$ cat src/sv/assert_macros.svh
// Assertion helpers used by the RTL file pkbs_ctrl.
`ifndef ASSERT_MACROS_SVH
`define ASSERT_MACROS_SVH

// same-cycle implication, disabled in reset
`define PKBS_ASSERT_NOW(label, ante, cons) \
  label: assert property (@(posedge clk_i) disable iff (!rst_ni) (ante) |-> (cons)) \
    else $error("pkbs assertion failed");

// next-cycle implication, disabled in reset
`define PKBS_ASSERT_NEXT(label, ante, cons) \
  label: assert property (@(posedge clk_i) disable iff (!rst_ni) (ante) |=> (cons)) \
    else $error("pkbs assertion failed");

`endif

$ cat src/sv/pkbs_pkg.sv
// ----------------------------------------------------------------------------
// pkbs_pkg
// Types, codes and tables shared by the power key / battery supervisor.
// ----------------------------------------------------------------------------
package pkbs_pkg;

  typedef enum logic [1:0] {
    ST_IDLE,
    ST_PREP,
    ST_DIV,
    ST_EMIT
  } state_e;

  // button modes
  localparam logic [1:0] MODE_IDLE  = 2'd0;
  localparam logic [1:0] MODE_RESET = 2'd1;
  localparam logic [1:0] MODE_OFF   = 2'd2;

  // register indexes
  localparam logic [2:0] REG_HOLD_OFF      = 3'd0;
  localparam logic [2:0] REG_HOLD_AIRPLANE = 3'd1;
  localparam logic [2:0] REG_RELEASE_RESET = 3'd2;
  localparam logic [2:0] REG_SHUTDOWN_THR  = 3'd3;
  localparam logic [2:0] REG_FADE_PERIOD   = 3'd4;

  localparam int          CFG_AW      = 3;
  localparam int          CFG_DW      = 16;
  localparam int          DIV_W       = 16;
  localparam logic [3:0]  TIME_LIGHTS = 4'd5;
  localparam logic [3:0]  BAR_FIRST   = 4'd10;
  localparam logic [7:0]  LIGHT_ON    = 8'd120;
  localparam logic [7:0]  TOP_LEVEL   = 8'd43;
  localparam logic [10:0] FULL_SCALE  = 11'd1275;
  // 2^18/5 rounded up, exact for 16-bit dividends
  localparam logic [15:0] RECIP_5     = 16'd52429;

  // 1275 / (43 - t) for t below 43, full scale above
  localparam logic [10:0] SCALE_TAB [64] = '{
    11'd29,  11'd30,  11'd31,  11'd31,  11'd32,  11'd33,  11'd34,  11'd35,
    11'd36,  11'd37,  11'd38,  11'd39,  11'd41,  11'd42,  11'd43,  11'd45,
    11'd47,  11'd49,  11'd51,  11'd53,  11'd55,  11'd57,  11'd60,  11'd63,
    11'd67,  11'd70,  11'd75,  11'd79,  11'd85,  11'd91,  11'd98,  11'd106,
    11'd115, 11'd127, 11'd141, 11'd159, 11'd182, 11'd212, 11'd255, 11'd318,
    11'd425, 11'd637, 11'd1275, 11'd1275, 11'd1275, 11'd1275, 11'd1275, 11'd1275,
    11'd1275, 11'd1275, 11'd1275, 11'd1275, 11'd1275, 11'd1275, 11'd1275, 11'd1275,
    11'd1275, 11'd1275, 11'd1275, 11'd1275, 11'd1275, 11'd1275, 11'd1275, 11'd1275
  };

  typedef struct packed {
    logic accept;    // input item taken this cycle
    logic prep;      // compute step and bar amount, load divider
    logic div_step;  // one quotient bit
    logic advance;   // result item taken this cycle
  } cmd_t;

  typedef struct packed {
    logic show_new;  // item being accepted emits a frame
    logic last;      // current result is the final one of the item
    logic div_last;  // divider on its final bit
  } status_t;

endpackage

$ cat src/sv/pkbs_ctrl.sv
// ----------------------------------------------------------------------------
// pkbs_ctrl
// Sequencer: accept, optional prep and divide, then emit results.
// ----------------------------------------------------------------------------
`include "assert_macros.svh"

module pkbs_ctrl (
  input  logic              clk_i,
  input  logic              rst_ni,
  input  logic              in_valid_i,
  output logic              in_ready_o,
  output logic              out_valid_o,
  input  logic              out_ready_i,
  input  pkbs_pkg::status_t stat_i,
  output pkbs_pkg::cmd_t    cmd_o
);
  import pkbs_pkg::*;

  state_e state_q, state_d;

  always_ff @(posedge clk_i or negedge rst_ni) begin
    if (!rst_ni) begin
      state_q <= ST_IDLE;
    end else begin
      state_q <= state_d;
    end
  end

  always_comb begin
    state_d      = state_q;
    in_ready_o   = 1'b0;
    out_valid_o  = 1'b0;
    cmd_o        = '0;
    case (state_q)
      ST_IDLE: begin
        in_ready_o = 1'b1;
        if (in_valid_i) begin
          cmd_o.accept = 1'b1;
          state_d      = stat_i.show_new ? ST_PREP : ST_EMIT;
        end
      end
      ST_PREP: begin
        cmd_o.prep = 1'b1;
        state_d    = ST_DIV;
      end
      ST_DIV: begin
        cmd_o.div_step = 1'b1;
        if (stat_i.div_last) begin
          state_d = ST_EMIT;
        end
      end
      ST_EMIT: begin
        out_valid_o = 1'b1;
        if (out_ready_i) begin
          cmd_o.advance = 1'b1;
          if (stat_i.last) begin
            state_d = ST_IDLE;
          end
        end
      end
      default: state_d = ST_IDLE;
    endcase
  end

  `PKBS_ASSERT_NOW(a_ready_excl_valid, in_ready_o, !out_valid_o)
  `PKBS_ASSERT_NEXT(a_plain_item_emits, cmd_o.accept && !stat_i.show_new, out_valid_o)
  `PKBS_ASSERT_NEXT(a_div_to_emit, state_q == ST_DIV && stat_i.div_last, state_q == ST_EMIT)

endmodule

$ cat src/sv/pkbs_dp.sv
// ----------------------------------------------------------------------------
// pkbs_dp
// Datapath: config registers, button state, divider, frame generation.
// ----------------------------------------------------------------------------
module pkbs_dp #(
  parameter int LED_COUNT = 15
) (
  input  logic                         clk_i,
  input  logic                         rst_ni,
  input  logic                         cfg_we_i,
  input  logic [pkbs_pkg::CFG_AW-1:0]  cfg_addr_i,
  input  logic [pkbs_pkg::CFG_DW-1:0]  cfg_wdata_i,
  input  logic                         button_pressed_i,
  input  logic [31:0]                  now_ticks_i,
  input  logic [7:0]                   battery_level_i,
  input  logic                         usb_present_i,
  input  pkbs_pkg::cmd_t               cmd_i,
  output pkbs_pkg::status_t            stat_o,
  output logic                         led_valid_o,
  output logic [3:0]                   led_index_o,
  output logic [7:0]                   led_value_o,
  output logic                         last_o,
  output logic                         led_override_o,
  output logic                         reset_pulse_o,
  output logic                         power_off_o,
  output logic                         airplane_request_o,
  output logic                         low_battery_shutdown_o
);
  import pkbs_pkg::*;

  localparam logic [3:0] LAST_IDX = 4'(LED_COUNT - 1);

  logic [15:0] hold_off_q, hold_air_q;
  logic [7:0]  rel_rst_q, thr_q, fade_per_q;

  logic [1:0]  mode_q, mode_d;
  logic [31:0] press_start_q, press_start_d;
  logic [7:0]  fade_level_q, fade_level_d, fade_count_q, fade_count_d;
  logic        show_q, show_d, ovr_q, ovr_d, rst_q, rst_d;
  logic        poff_q, poff_d, air_q, air_d, lowb_q, lowb_d;
  logic [15:0] left_q, left_d;
  logic [7:0]  bat_q;
  logic [15:0] step_q;
  logic [18:0] amount_q;
  logic        bar_done_q;
  logic [DIV_W-1:0] rem_q, quo_q;
  logic [3:0]  div_cnt_q;
  logic [3:0]  cnt_q;

  logic [31:0] elapsed;
  logic [15:0] span;
  logic [31:0] span_prod;
  logic [15:0] step_q5;
  logic [10:0] scale;
  logic [18:0] amount_new;
  logic [16:0] shifted;
  logic [17:0] trial;
  logic [7:0]  lights;
  logic [15:0] frac_prod;
  logic        in_bar;

  assign elapsed = now_ticks_i - press_start_q;

  // per-item decisions on the poll being accepted
  always_comb begin
    mode_d        = mode_q;
    press_start_d = press_start_q;
    fade_level_d  = fade_level_q;
    fade_count_d  = fade_count_q;
    show_d = 1'b0; ovr_d = 1'b0; rst_d = 1'b0;
    poff_d = 1'b0; air_d = 1'b0; lowb_d = 1'b0;
    left_d = (elapsed >= 32'(hold_air_q)) ? 16'd0 : hold_air_q - elapsed[15:0];
    if (button_pressed_i) begin
      case (mode_q)
        MODE_RESET: begin
          if (elapsed > 32'(hold_off_q)) begin
            mode_d       = MODE_OFF;
            ovr_d        = 1'b1;
            fade_level_d = 8'd0;
          end
        end
        MODE_OFF: begin
          ovr_d  = 1'b1;
          show_d = 1'b1;
          if (fade_count_q >= fade_per_q) begin
            fade_count_d = 8'd0;
            if (fade_level_q != 8'hFF) fade_level_d = fade_level_q + 8'd1;
          end else begin
            fade_count_d = fade_count_q + 8'd1;
          end
          if (elapsed > 32'(hold_air_q)) begin
            poff_d = 1'b1;
            air_d  = 1'b1;
            mode_d = MODE_IDLE;
          end
        end
        default: begin
          press_start_d = now_ticks_i;
          mode_d        = MODE_RESET;
        end
      endcase
    end else begin
      case (mode_q)
        MODE_RESET: begin
          if (elapsed > 32'(rel_rst_q)) begin
            rst_d  = 1'b1;
            mode_d = MODE_IDLE;
          end
        end
        MODE_OFF: begin
          poff_d = 1'b1;
          mode_d = MODE_IDLE;
        end
        default: ;
      endcase
    end
    if (battery_level_i < thr_q && !usb_present_i) begin
      poff_d = 1'b1;
      lowb_d = 1'b1;
      air_d  = (9'(battery_level_i) + 9'd3) < 9'(thr_q);
    end
  end

  // step = (airplane - off) / 5 via reciprocal multiply
  assign span      = (hold_air_q > hold_off_q) ? hold_air_q - hold_off_q : 16'd0;
  assign span_prod = span * RECIP_5;
  assign step_q5   = 16'(span_prod >> 18);
  assign scale     = (thr_q < TOP_LEVEL) ? SCALE_TAB[thr_q[5:0]] : FULL_SCALE;
  assign amount_new = 19'(8'(bat_q - thr_q)) * 19'(scale);

  // restoring divider, one quotient bit per cycle
  assign shifted = {rem_q, quo_q[DIV_W-1]};
  assign trial   = {1'b0, shifted} - {2'b0, step_q};

  always_ff @(posedge clk_i or negedge rst_ni) begin
    if (!rst_ni) begin
      hold_off_q    <= 16'd240;
      hold_air_q    <= 16'd2040;
      rel_rst_q     <= 8'd6;
      thr_q         <= 8'd35;
      fade_per_q    <= 8'd40;
      mode_q        <= MODE_IDLE;
      press_start_q <= '0;
      fade_level_q  <= '0;
      fade_count_q  <= '0;
      show_q        <= 1'b0;
      ovr_q         <= 1'b0;
      rst_q         <= 1'b0;
      poff_q        <= 1'b0;
      air_q         <= 1'b0;
      lowb_q        <= 1'b0;
      left_q        <= '0;
      bat_q         <= '0;
      step_q        <= 16'd1;
      amount_q      <= '0;
      bar_done_q    <= 1'b1;
      rem_q         <= '0;
      quo_q         <= '0;
      div_cnt_q     <= '0;
      cnt_q         <= '0;
    end else begin
      if (cfg_we_i) begin
        case (cfg_addr_i)
          REG_HOLD_OFF:      hold_off_q <= cfg_wdata_i;
          REG_HOLD_AIRPLANE: hold_air_q <= cfg_wdata_i;
          REG_RELEASE_RESET: rel_rst_q  <= cfg_wdata_i[7:0];
          REG_SHUTDOWN_THR:  thr_q      <= cfg_wdata_i[7:0];
          REG_FADE_PERIOD:   fade_per_q <= cfg_wdata_i[7:0];
          default: ;
        endcase
      end
      if (cmd_i.accept) begin
        mode_q        <= mode_d;
        press_start_q <= press_start_d;
        fade_level_q  <= fade_level_d;
        fade_count_q  <= fade_count_d;
        show_q        <= show_d;
        ovr_q         <= ovr_d;
        rst_q         <= rst_d;
        poff_q        <= poff_d;
        air_q         <= air_d;
        lowb_q        <= lowb_d;
        left_q        <= left_d;
        bat_q         <= battery_level_i;
        cnt_q         <= '0;
      end
      if (cmd_i.prep) begin
        step_q     <= (step_q5 == 16'd0) ? 16'd1 : step_q5;
        amount_q   <= amount_new;
        bar_done_q <= (bat_q < thr_q);
        rem_q      <= '0;
        quo_q      <= left_q;
        div_cnt_q  <= 4'(DIV_W - 1);
      end
      if (cmd_i.div_step) begin
        div_cnt_q <= div_cnt_q - 4'd1;
        if (!trial[17]) begin
          rem_q <= trial[DIV_W-1:0];
          quo_q <= {quo_q[DIV_W-2:0], 1'b1};
        end else begin
          rem_q <= shifted[DIV_W-1:0];
          quo_q <= {quo_q[DIV_W-2:0], 1'b0};
        end
      end
      if (cmd_i.advance) begin
        cnt_q <= cnt_q + 4'd1;
        if (in_bar) begin
          if (amount_q > 19'd255) begin
            amount_q <= amount_q - 19'd255;
          end else begin
            bar_done_q <= 1'b1;
          end
        end
      end
    end
  end

  assign lights    = quo_q[7:0] + 8'd1;
  assign in_bar    = show_q && (cnt_q >= BAR_FIRST) && !bar_done_q;
  assign frac_prod = amount_q[7:0] * fade_level_q;

  always_comb begin
    led_value_o = 8'd0;
    if (show_q) begin
      if (cnt_q < TIME_LIGHTS - 4'd1) begin
        led_value_o = ((8'(cnt_q) + 8'd1) < lights) ? LIGHT_ON : 8'd0;
      end else if (cnt_q == TIME_LIGHTS - 4'd1) begin
        led_value_o = (lights != 8'd0) ? LIGHT_ON : 8'd0;
      end else if (in_bar) begin
        led_value_o = (amount_q > 19'd255) ? fade_level_q : frac_prod[15:8];
      end
    end
  end

  assign led_valid_o            = show_q;
  assign led_index_o            = show_q ? cnt_q : 4'd0;
  assign last_o                 = !show_q || (cnt_q == LAST_IDX);
  assign led_override_o         = ovr_q;
  assign reset_pulse_o          = rst_q;
  assign power_off_o            = poff_q;
  assign airplane_request_o     = air_q;
  assign low_battery_shutdown_o = lowb_q;

  assign stat_o.show_new = show_d;
  assign stat_o.last     = last_o;
  assign stat_o.div_last = (div_cnt_q == 4'd0);

endmodule

$ cat src/sv/power_key_battery_supervisor_top.sv
// ----------------------------------------------------------------------------
// power_key_battery_supervisor_top
// Power button and battery supervisor with LED frame output.
//
//   channel  | handshake              | payload
//   ---------+------------------------+-------------------------------------
//   in       | in_valid_i/in_ready_o  | button, tick stamp, battery, usb
//   out      | out_valid_o/out_ready_i| led element and request flags
//   cfg      | cfg_we_i               | cfg_addr_i, cfg_wdata_i
//
// A poll without a frame goes from accept straight to a single result.
// A frame poll adds a prep step and the one-bit-per-cycle divider for the
// time-left lights, then emits LED_COUNT results; output stalls add to both.
// One poll at a time; in_ready_o is high only in idle, after the last result is taken.
// Reset is asynchronous and brings registers to their default values.
// ----------------------------------------------------------------------------
module power_key_battery_supervisor_top #(
  parameter int LED_COUNT = 15
) (
  input  logic                         clk_i,
  input  logic                         rst_ni,
  input  logic                         cfg_we_i,
  input  logic [pkbs_pkg::CFG_AW-1:0]  cfg_addr_i,
  input  logic [pkbs_pkg::CFG_DW-1:0]  cfg_wdata_i,
  input  logic                         in_valid_i,
  output logic                         in_ready_o,
  input  logic                         button_pressed_i,
  input  logic [31:0]                  now_ticks_i,
  input  logic [7:0]                   battery_level_i,
  input  logic                         usb_present_i,
  output logic                         out_valid_o,
  input  logic                         out_ready_i,
  output logic                         led_valid_o,
  output logic [3:0]                   led_index_o,
  output logic [7:0]                   led_value_o,
  output logic                         last_o,
  output logic                         led_override_o,
  output logic                         reset_pulse_o,
  output logic                         power_off_o,
  output logic                         airplane_request_o,
  output logic                         low_battery_shutdown_o
);
  import pkbs_pkg::*;

  cmd_t    cmd;
  status_t stat;

  pkbs_ctrl u_ctrl (
    .clk_i       (clk_i),
    .rst_ni      (rst_ni),
    .in_valid_i  (in_valid_i),
    .in_ready_o  (in_ready_o),
    .out_valid_o (out_valid_o),
    .out_ready_i (out_ready_i),
    .stat_i      (stat),
    .cmd_o       (cmd)
  );

  pkbs_dp #(
    .LED_COUNT (LED_COUNT)
  ) u_dp (
    .clk_i                  (clk_i),
    .rst_ni                 (rst_ni),
    .cfg_we_i               (cfg_we_i),
    .cfg_addr_i             (cfg_addr_i),
    .cfg_wdata_i            (cfg_wdata_i),
    .button_pressed_i       (button_pressed_i),
    .now_ticks_i            (now_ticks_i),
    .battery_level_i        (battery_level_i),
    .usb_present_i          (usb_present_i),
    .cmd_i                  (cmd),
    .stat_o                 (stat),
    .led_valid_o            (led_valid_o),
    .led_index_o            (led_index_o),
    .led_value_o            (led_value_o),
    .last_o                 (last_o),
    .led_override_o         (led_override_o),
    .reset_pulse_o          (reset_pulse_o),
    .power_off_o            (power_off_o),
    .airplane_request_o     (airplane_request_o),
    .low_battery_shutdown_o (low_battery_shutdown_o)
  );

endmodule
$ cat config.mk
export PLATFORM = sky130hd
export DESIGN_NAME = power_key_battery_supervisor_top
export DESIGN_NICKNAME = d
export VERILOG_FILES = /design/src/sv/pkbs_pkg.sv /design/src/sv/pkbs_ctrl.sv /design/src/sv/pkbs_dp.sv /design/src/sv/power_key_battery_supervisor_top.sv
export VERILOG_INCLUDE_DIRS = /design/src /design/src/sv
export SDC_FILE = /design/constraint.sdc
export NUM_CORES = 1
export LEC_CHECK = 0
export ABC_AREA = 1
export BUFFER_PORTS_ARGS = -buffer_cell sky130_fd_sc_hd__buf_4
export CAP_MARGIN = 0
export CORE_MARGIN = 5
export CORE_UTILIZATION = 60
export CTS_CLUSTER_DIAMETER = 200
export CTS_CLUSTER_SIZE = 25
export DETAILED_ROUTE_END_ITERATION = 10
export GPL_TIMING_DRIVEN = 0
export PLACE_DENSITY = 0.74
export RECOVER_POWER = 25
export SYNTH_ARGS = -nofsm -noshare
export SYNTH_HDL_FRONTEND = slang
export SYNTH_HIERARCHICAL = 1
export SYNTH_SLANG_ARGS = --single-unit
$ cat constraint.sdc
create_clock -name clk_i -period 12.46 [get_ports clk_i]
set_clock_uncertainty 0.05 [all_clocks]
set_input_delay 0 -clock clk_i [delete_from_list [all_inputs] [get_ports clk_i]]
set_output_delay 0 -clock clk_i [all_outputs]
set_load 0.1 [all_outputs]
==> metrics.yaml, run 1 <==
floorplan:
  die_h_um: 219
  chipWidth_um: 219
  io_pins: 87
  rows: 76
  core_area_sq_um: 43100
  dieArea_sq_um: 47800
  initial_core_util: 0.606
route:
  first_pass_iters: 8
  vias: 23534
  drcViolationCount: 0
  postRouteAntennaNets: 0
  first_iter_violations: 1802
  routed_wl_mm: 68.7
  vias_per_cell: 5.48
  wl_per_cell_um: 16.0
yosys:
  syn_nets: 4157
  synth_edf_count: 0
  ys_ff_latch: 212
  yosys_most_used_dff: "dfrtp_1"
  synthArstFlopShare: 1.00
  seq_area_frac_synth: 0.204
  avgSynthCellArea_sq_um: 7.37
  synthCells: 3540
  syn_area_sq_um: 26100
  synth_cell_types: 65
  ys_warn_count: 6
sta:
  finalSetupTns_ps: 0
  min_period_ps: 8580
  relSlewSlack: -2.86
  drv_slew: 105
  rsz0062_at_grt: "no"
  fin_ws_ps: 3880
  tightest_slew_ps: 5790
  finalCritPeriodShare: 0.689
  setup_violations: 0
  final_hold_viol_count: 0
  fmax_mhz: 117
worst_hold_path:
  hp-class: "input pin to flop"
  whs_path_depth: 6
run:
  cap_violations: 1
placement:
  placed_cells: 4211
  place.gp.congestion: 0.974
  port_buffers: 85
  dp_hpwl_mm: 56.1
  dp_slack_ps: 4020
clock_network:
  holdBufCountCts: 66
  htreeDepth: 1
  path_clk_slew_ps: 110
  clock_path_buffers: 3
  cts_made_buffers: 12
  clock-sinks: 212
  post_cts_resized: 0
  cts_setup_buffers: 0
  cts-root-buf: "clkbuf_16"
  clk_latency_ps: 500
  cts_tree: "yes"
finish:
  antenna_cells: 0
  layout_commonest_cell: "nand2_1"
  stdcell_count: 4296
  final_cell_mix: "nand2_1 (729), inv_1 (701), ha_1 (377)"
  drive_gt1_frac: 0.0520
  utilization: 0.662
  nNetsFinal: 4323
  area_growth_pct: 9.21
setup_path:
  end_kind: "flop"
  slowest_delay_ps: 680
  cp-start-kind: "flop"
  reg2regPathDepth: 38
  crit_slowest_cell: "a21oi_1"
  cp_max_fo: 10
  crit_top_cell: "nand2_1"
  crit_type: "flop to flop"
  r2r_slack_ps: 3880
  arrival_ps: 8940
  required_ps: 12820
grt:
  grt_antenna_before_repair: 0
  grt_pass1_wl_mm: 113
  grt_max_degree: 110
  grt_pass1_vias: 23178
  overflow: 0
  grt_usage: 0.286
outcome:
  violations: "capacitance limit, slew limit"
  status: "finished, violations left"
==> kinds of logic (layout without fill, tap and decap cells) <==
logic type,count (synthesis),count (layout),share of synthesized area
xor gates and xnor gates,91,91,0.0305
AOI/OAI and AO/OA,625,625,0.133
muxes,1,1,0.000431
buffers and inverters,790,961,0.116
DFF,212,212,0.204
and+or+nand+nor,1270,1270,0.202
adders and majority gates,551,551,0.314
==> stage by stage <==
| stage | cell area (sq um) | hold WS (ps) |
|---|---|---|
| final | 28500 | 43.9 |
| after floorplan | 26100 | -346 |
| after global placement | 27500 | 201 |
| after CTS | 28500 | 31.9 |
| after detailed placement | 27500 | 58.7 |
| after global routing | 28500 | 112 |
==> worst paths after layout <==
check                                    from             endpoint
max in group asynchronous              rst_ni   u_dp/fade_per_q[2]
min                                  cfg_we_i    u_dp/rel_rst_q[3]
min in group asynchronous              rst_ni  u_dp/hold_air_q[12]
min reg2reg                     u_dp/bat_q[4]        u_dp/bat_q[4]
max reg2reg                u_dp/hold_off_q[4]       u_dp/step_q[0]
max                        u_dp/hold_off_q[4]       u_dp/step_q[0]
==> flip-flops by register name, indices dropped and copies added (netlist names), 8 cells and up <==
signal	flops
u_dp/step_q	14
u_dp/fade_count_q	8
u_dp/press_start_q	32
u_dp/hold_air_q	16
u_dp/amount_q	19
u_dp/quo_q	16
u_dp/bat_q	8
u_dp/rel_rst_q	8
u_dp/rem_q	16
u_dp/hold_off_q	16
u_dp/fade_per_q	8
u_dp/left_q	16
u_dp/fade_level_q	8
u_dp/thr_q	8
==> cell type report <==
| type | count | area [sq um] |
|---|---|---|
| Multi-Input combinational cell | 2538 | 17700 |
| Fill cell | 3788 | 14600 |
| Sequential cell | 212 | 5330 |
| Inverter | 718 | 2700 |
| Timing Repair Buffer | 152 | 1310 |
| Tap cell | 585 | 732 |
| Clock buffer | 18 | 344 |
| Buffer | 72 | 334 |
| Clock inverter | 1 | 16.3 |
==> worst max-delay path: cells and delay by family, from the launching register on <==
| kind | cells | cell delay, ps |
|---|---|---|
| AO/OA/AOI/OAI | 3 | 920 |
| adder cells (fa/ha/maj) | 8 | 3840 |
| buffers and inverters | 9 | 740 |
| flip-flops | 1 | 550 |
| AND/OR/NAND/NOR | 18 | 2370 |
==> per-layer routing <==
metal | routed length, um | vias to the layer above | GRT usage
met4 | 1990 | 0 | 0.0766
met1 | 30800 | 11145 | 0.394
li1 | - | 11594 | -
met5 | 0 | - | 0
met3 | 3320 | 120 | 0.0265
met2 | 32600 | 675 | 0.489
==> cells in the mapped netlist (all sizes together), types with 14 or more instances <==
library cell  number  area (sq um)
xnor2             27           236
fa               174          3480
nand3            120           618
buf               22           145
o211ai            14           105
nand2            744          2840
o22ai             15          93.8
o21ai            244          1240
dfrtp            191          4780
inv              710          2670
dfstp             21           552
nor3              38           206
nand4             23           144
a31oi             17           106
nor2             303          1170
ha               377          4720
clkbuf            50           189
a21oi            257          1310
xor2              64           561
Power of run 1 is left out: the tool's default activity adds up to more than one toggle a clock period on the data nets, which glitch-free logic cannot reach.
==> run 2: changes to the inputs <==
- clock period: 12.46 -> 8.7 ns (I/O delays scaled with it)
==> run 2 against run 1 <==
Net effect:
- the run still ends with capacitance limit, slew limit left
- final area about the same
- global-route usage unchanged
- core utilization about the same
- non-clock buffer count stayed put
- sequential share of layout area barely moved
- via count about the same
- register-to-register slack got worse by 3400 ps
- cell count stayed put
==> metrics.yaml, run 2 (synthesized netlist as in run 1, its figures left out) <==
outcome:
  status: "finished, violations left"
  violations: "capacitance limit, slew limit"
placement:
  dp_slack_ps: 258  # -3760 ps
  place.gp.congestion: 0.974  # unchanged
  port_buffers: 85  # unchanged
  dp_hpwl_mm: 56.1  # unchanged
finish:
  drive_gt1_frac: 0.0523  # +0.000269
  largest_reg_flops: 32  # unchanged
  antenna_cells: 0  # unchanged
  area_growth_pct: 9.25  # about the same
  nNetsFinal: 4323  # unchanged
  layout_commonest_cell: "nand2_1"
  top_register: "u_dp/press_start_q"
  final_cell_mix: "nand2_1 (729), inv_1 (701), ha_1 (377)"
  reg.largest.list: "u_dp/press_start_q x32, u_dp/amount_q x19"
floorplan:
  chipWidth_um: 219  # unchanged
  rows: 76  # unchanged
  die_h_um: 219  # unchanged
  io_pins: 87  # unchanged
  core_area_sq_um: 43100  # unchanged
  initial_core_util: 0.606  # unchanged
  dieArea_sq_um: 47800  # unchanged
sta:
  min_period_ps: 8200  # -380 ps
  rsz0062_at_grt: "no"
  setup_violations: 0  # unchanged
  tightest_slew_ps: 5800  # +2.38 ps
  final_hold_viol_count: 0  # unchanged
  finalSetupTns_ps: 0  # unchanged
  fin_ws_ps: 501  # -3380 ps
  finalCritPeriodShare: 0.942  # +0.254
  drv_slew: 105  # unchanged
  fmax_mhz: 122  # +4.6%
  relSlewSlack: -2.86  # about the same
clock_network:
  cts-root-buf: "clkbuf_16"
  clock_path_buffers: 3  # unchanged
  clock-sinks: 212  # unchanged
  clk_latency_ps: 500  # about the same
  htreeDepth: 1  # unchanged
  cts_made_buffers: 12  # unchanged
  cts_tree: "yes"
  path_clk_slew_ps: 110  # about the same
setup_path:
  end_kind: "flop"
  crit_top_cell: "nand2_1"
  required_ps: 9060  # -3760 ps
  cp_max_fo: 10  # unchanged
  slowest_delay_ps: 560  # -120 ps
  crit_type: "flop to flop"
  arrival_ps: 8550  # -390 ps
  cp-start-kind: "flop"
  crit_slowest_cell: "fa_1"
grt:
  grt_max_degree: 110  # unchanged
  grt_pass1_wl_mm: 113  # unchanged
  grt_usage: 0.286  # unchanged
  grt_pass1_vias: 23178  # unchanged
  grt_antenna_before_repair: 0  # unchanged
  overflow: 0  # unchanged
route:
  vias: 23547  # +0.055%
  first_iter_violations: 1771  # -1.7%
  wl_per_cell_um: 16.0  # +0.10%
  routed_wl_mm: 68.8  # +0.10%
  first_pass_iters: 6  # -2
  drcViolationCount: 0  # unchanged
  postRouteAntennaNets: 0  # unchanged
  vias_per_cell: 5.48  # about the same
run:
  cap_violations: 1  # unchanged
worst_hold_path:
  hp-class: "input pin to flop"
-- run 2: cell counts in the layout (fill, tap and decap cells not counted) --
Identical to the previous run, type by type.
-- run 2: layout make-up --
cell class              instances  area [sq um]
well taps                     585           732
repair buffers                152          1310
flip-flops and latches        212          5330
fillers                      3788         14600
clock buffers                  18           344
multi-input cells            2538         17800
inverters                     718          2700
plain buffers                  72           334
clock inverters                 1          16.3
-- run 2: per-layer routing --
layer	global-route usage	wire, um	part of all wire
met5	0	0	0
met4	0.0766	1980	0.029
met3	0.0265	3390	0.049
met2	0.489	32600	0.47
met1	0.394	30800	0.45
-- run 2: final timing paths --
kind	from	endpoint	slack, ps	cells past startpoint
min reg2reg	u_dp/bat_q[4]	u_dp/bat_q[4]	440	2
max reg2reg	u_dp/hold_off_q[4]	u_dp/step_q[0]	500	38
max	u_dp/hold_off_q[4]	u_dp/step_q[0]	500	38
max in group asynchronous	rst_ni	u_dp/fade_per_q[2]	3200	2
min in group asynchronous	rst_ni	u_dp/hold_air_q[12]	2170	2
min	cfg_we_i	u_dp/rel_rst_q[3]	40	6
-- run 2: timing repair --
item	in CTS	in global routing
gates resized for setup	0	2
endpoints found under the hold margin	214	0
hold buffers	66	0
buffers inserted	0	0
setup endpoints to repair	0	1
-- run 2: critical path: cells and delay by family (launching register included) --
family / cells / cell delay (ps)
adder cells (fa/ha/maj): 8 / 3770
AND/OR/NAND/NOR: 18 / 2360
buffers and inverters: 9 / 750
AO/OA/AOI/OAI: 3 / 630
flip-flops: 1 / 550
-- run 2: stage by stage --
stage                     utilization  hold slack (ps)  instances  area (sq um)
after global routing            0.662              112       4296         28500
after detailed placement        0.639             58.7       4211         27500
after CTS                       0.662             31.9       4296         28500
final                           0.662             44.1       4296         28500
after floorplan                     -             -346       3540         26100
after global placement          0.638              201       4210         27500
Power of run 2 is left out for the same reason.
==> run 3: changes to the inputs <==
- CORE_MARGIN: 5 -> default
- clock period: 8.7 -> 9 ns (I/O delays scaled with it)
==> run 3 against run 2 <==
Net effect:
- flip-flop and latch count did not move
- non-clock buffer count is 2 higher
- highest routed layer unchanged
- maximum frequency down 1.6%
- final area about the same
- routed wire length up 0.66%
- the run still ends with capacitance limit, slew limit left
- worst setup slack better by 170 ps
- largest cell class unchanged
- cell count hardly changed
==> metrics.yaml, run 3 (synthesized netlist as in run 1, its figures left out) <==
outcome:
  status: "finished, violations left"
  violations: "capacitance limit, slew limit"
finish:
  area_growth_pct: 9.17  # about the same
  stdcell_count: 4298  # +0.047%
  layout_commonest_cell: "nand2_1"
  nNetsFinal: 4325  # +0.046%
  antenna_cells: 0  # unchanged
  largest_reg_flops: 32  # unchanged
  final_cell_mix: "nand2_1 (729), inv_1 (701), ha_1 (377)"
  drive_gt1_frac: 0.0514  # -0.000836
  top_register: "u_dp/press_start_q"
  reg.largest.list: "u_dp/press_start_q x32, u_dp/amount_q x19"
setup_path:
  critical_path.top_delay_family: "adder cells"
  required_ps: 9370  # +310 ps
  crit_slowest_cell: "fa_1"
  crit_top_cell: "nand2_1"
  startpoint: "u_dp/hold_off_q[4]"
  r2r_slack_ps: 670  # +170 ps
  crit_type: "flop to flop"
  slowest_delay_ps: 570  # about the same
  cp_num_buf_inv: 9  # unchanged
  arrival_ps: 8700  # +150 ps
  cp-start-kind: "flop"
  r2r_start: "u_dp/hold_off_q[4]"
  end_kind: "flop"
  cp_max_fo: 10  # unchanged
clock_network:
  clock-sinks: 212  # unchanged
  cts_tree: "yes"
  clk_latency_ps: 490  # about the same
  htreeDepth: 1  # unchanged
  clock_path_buffers: 3  # unchanged
  cts_setup_buffers: 0  # unchanged
  cts-root-buf: "clkbuf_16"
  path_clk_slew_ps: 100  # about the same
  cts_made_buffers: 12  # unchanged
route:
  vias_per_cell: 5.49  # +0.16%
  routed_wl_mm: 69.3  # +0.66%
  first_pass_iters: 6  # unchanged
  wl_per_cell_um: 16.1  # +0.62%
  vias: 23595  # +0.20%
  postRouteAntennaNets: 0  # unchanged
  first_iter_violations: 1725  # -2.6%
  drcViolationCount: 0  # unchanged
placement:
  port_buffers: 85  # unchanged
  dp_hpwl_mm: 56.2  # +0.19%
  place.gp.congestion: 0.940  # -3.5%
  placed_cells: 4211  # unchanged
run:
  cap_violations: 2  # +1
sta:
  final_hold_viol_count: 0  # unchanged
  drv_slew: 215  # +100%
  finalCritPeriodShare: 0.926  # -0.0168
  finalSetupTns_ps: 0  # unchanged
  rsz0062_at_grt: "no"
  relSlewSlack: -2.30  # +0.560
  setup_violations: 0  # unchanged
  fmax_mhz: 120  # -1.6%
  min_period_ps: 8330  # +131 ps
  tightest_slew_ps: 4960  # -839 ps
floorplan:
  io_pins: 87  # unchanged
  chipWidth_um: 211  # -3.7%
  rows: 76  # unchanged
  die_h_um: 211  # -3.7%
  core_area_sq_um: 43000  # -0.22%
  dieArea_sq_um: 44300  # -7.2%
  initial_core_util: 0.607  # +0.00134
grt:
  grt_usage: 0.314  # +0.0279
  grt_busiest_layer: "met2"
  grtUsageMet3: 0.0286  # +0.00215
  grt_max_degree: 122  # +11%
  grt_pass1_wl_mm: 114  # +0.15%
  grt_pass1_vias: 23117  # -0.26%
  grtUsageMet2: 0.544  # +0.0552
  use_met1: 0.428  # +0.0340
  overflow: 0  # unchanged
  grt_antenna_before_repair: 0  # unchanged
worst_hold_path:
  hp-class: "input pin to flop"
  hold_start: "cfg_we_i"
[run 3: changes by cell type in the layout (fill, tap and decap cells not counted)]
cell / before / now
a21oi_2: 2 / 3
dlygate4sd3_1: 66 / 68
clkbuf_1: 58 / 61
buf_4: 84 / 81
a21oi_4: 2 / 1
clkbuf_2: 1 / 2
buf_16: 1 / 0
[run 3: final cells by class]
| class | instances | area [sq um] |
|---|---|---|
| Clock buffer | 18 | 344 |
| Fill cell | 3826 | 14500 |
| Multi-Input combinational cell | 2538 | 17700 |
| Timing Repair Buffer | 154 | 1300 |
| Buffer | 72 | 334 |
| Sequential cell | 212 | 5330 |
| Inverter | 718 | 2700 |
| Tap cell | 585 | 732 |
| Clock inverter | 1 | 16.3 |
[run 3: layer usage]
| metal | share of wire | routed length (um) |
|---|---|---|
| met5 | 0 | 0 |
| met2 | 0.48 | 33500 |
| met4 | 0.018 | 1280 |
| met1 | 0.45 | 31000 |
| met3 | 0.050 | 3430 |
[run 3: worst paths after layout]
kind / end / cells after the start
max: u_dp/step_q[0] / 38
min reg2reg: u_dp/bat_q[5] / 2
max reg2reg: u_dp/step_q[0] / 38
max in group asynchronous: u_dp/hold_off_q[10] / 3
min: u_dp/rel_rst_q[1] / 6
min in group asynchronous: u_dp/rem_q[11] / 2
[run 3: worst register-to-register path: cells and delay by family, from the launching register on]
family,cells,cell delay (ps)
simple gates,18,2500
compound gates,3,610
flops,1,550
fa+ha+maj,8,3830
buf+inv,9,760
[run 3: stage by stage]
step / setup WS [ps] / hold slack, ps / util / instance area [sq um]
2_1_floorplan: 1970 / -346 / - / 26100
3_3_place_gp: 656 / 196 / 0.639 / 27500
3_5_place_dp: 603 / 27.1 / 0.640 / 27500
4_1_cts: 506 / 16.2 / 0.664 / 28500
5_1_grt: 197 / 79.2 / 0.663 / 28500
6_report: 670 / 34.3 / 0.663 / 28500
[run 3: timing repair]
item	in CTS	in global routing
hold buffers	68	0
endpoints found under the hold margin	202	0
gates resized for setup	0	1
endpoints found under the setup margin	0	1
Power of run 3 is left out for the same reason.
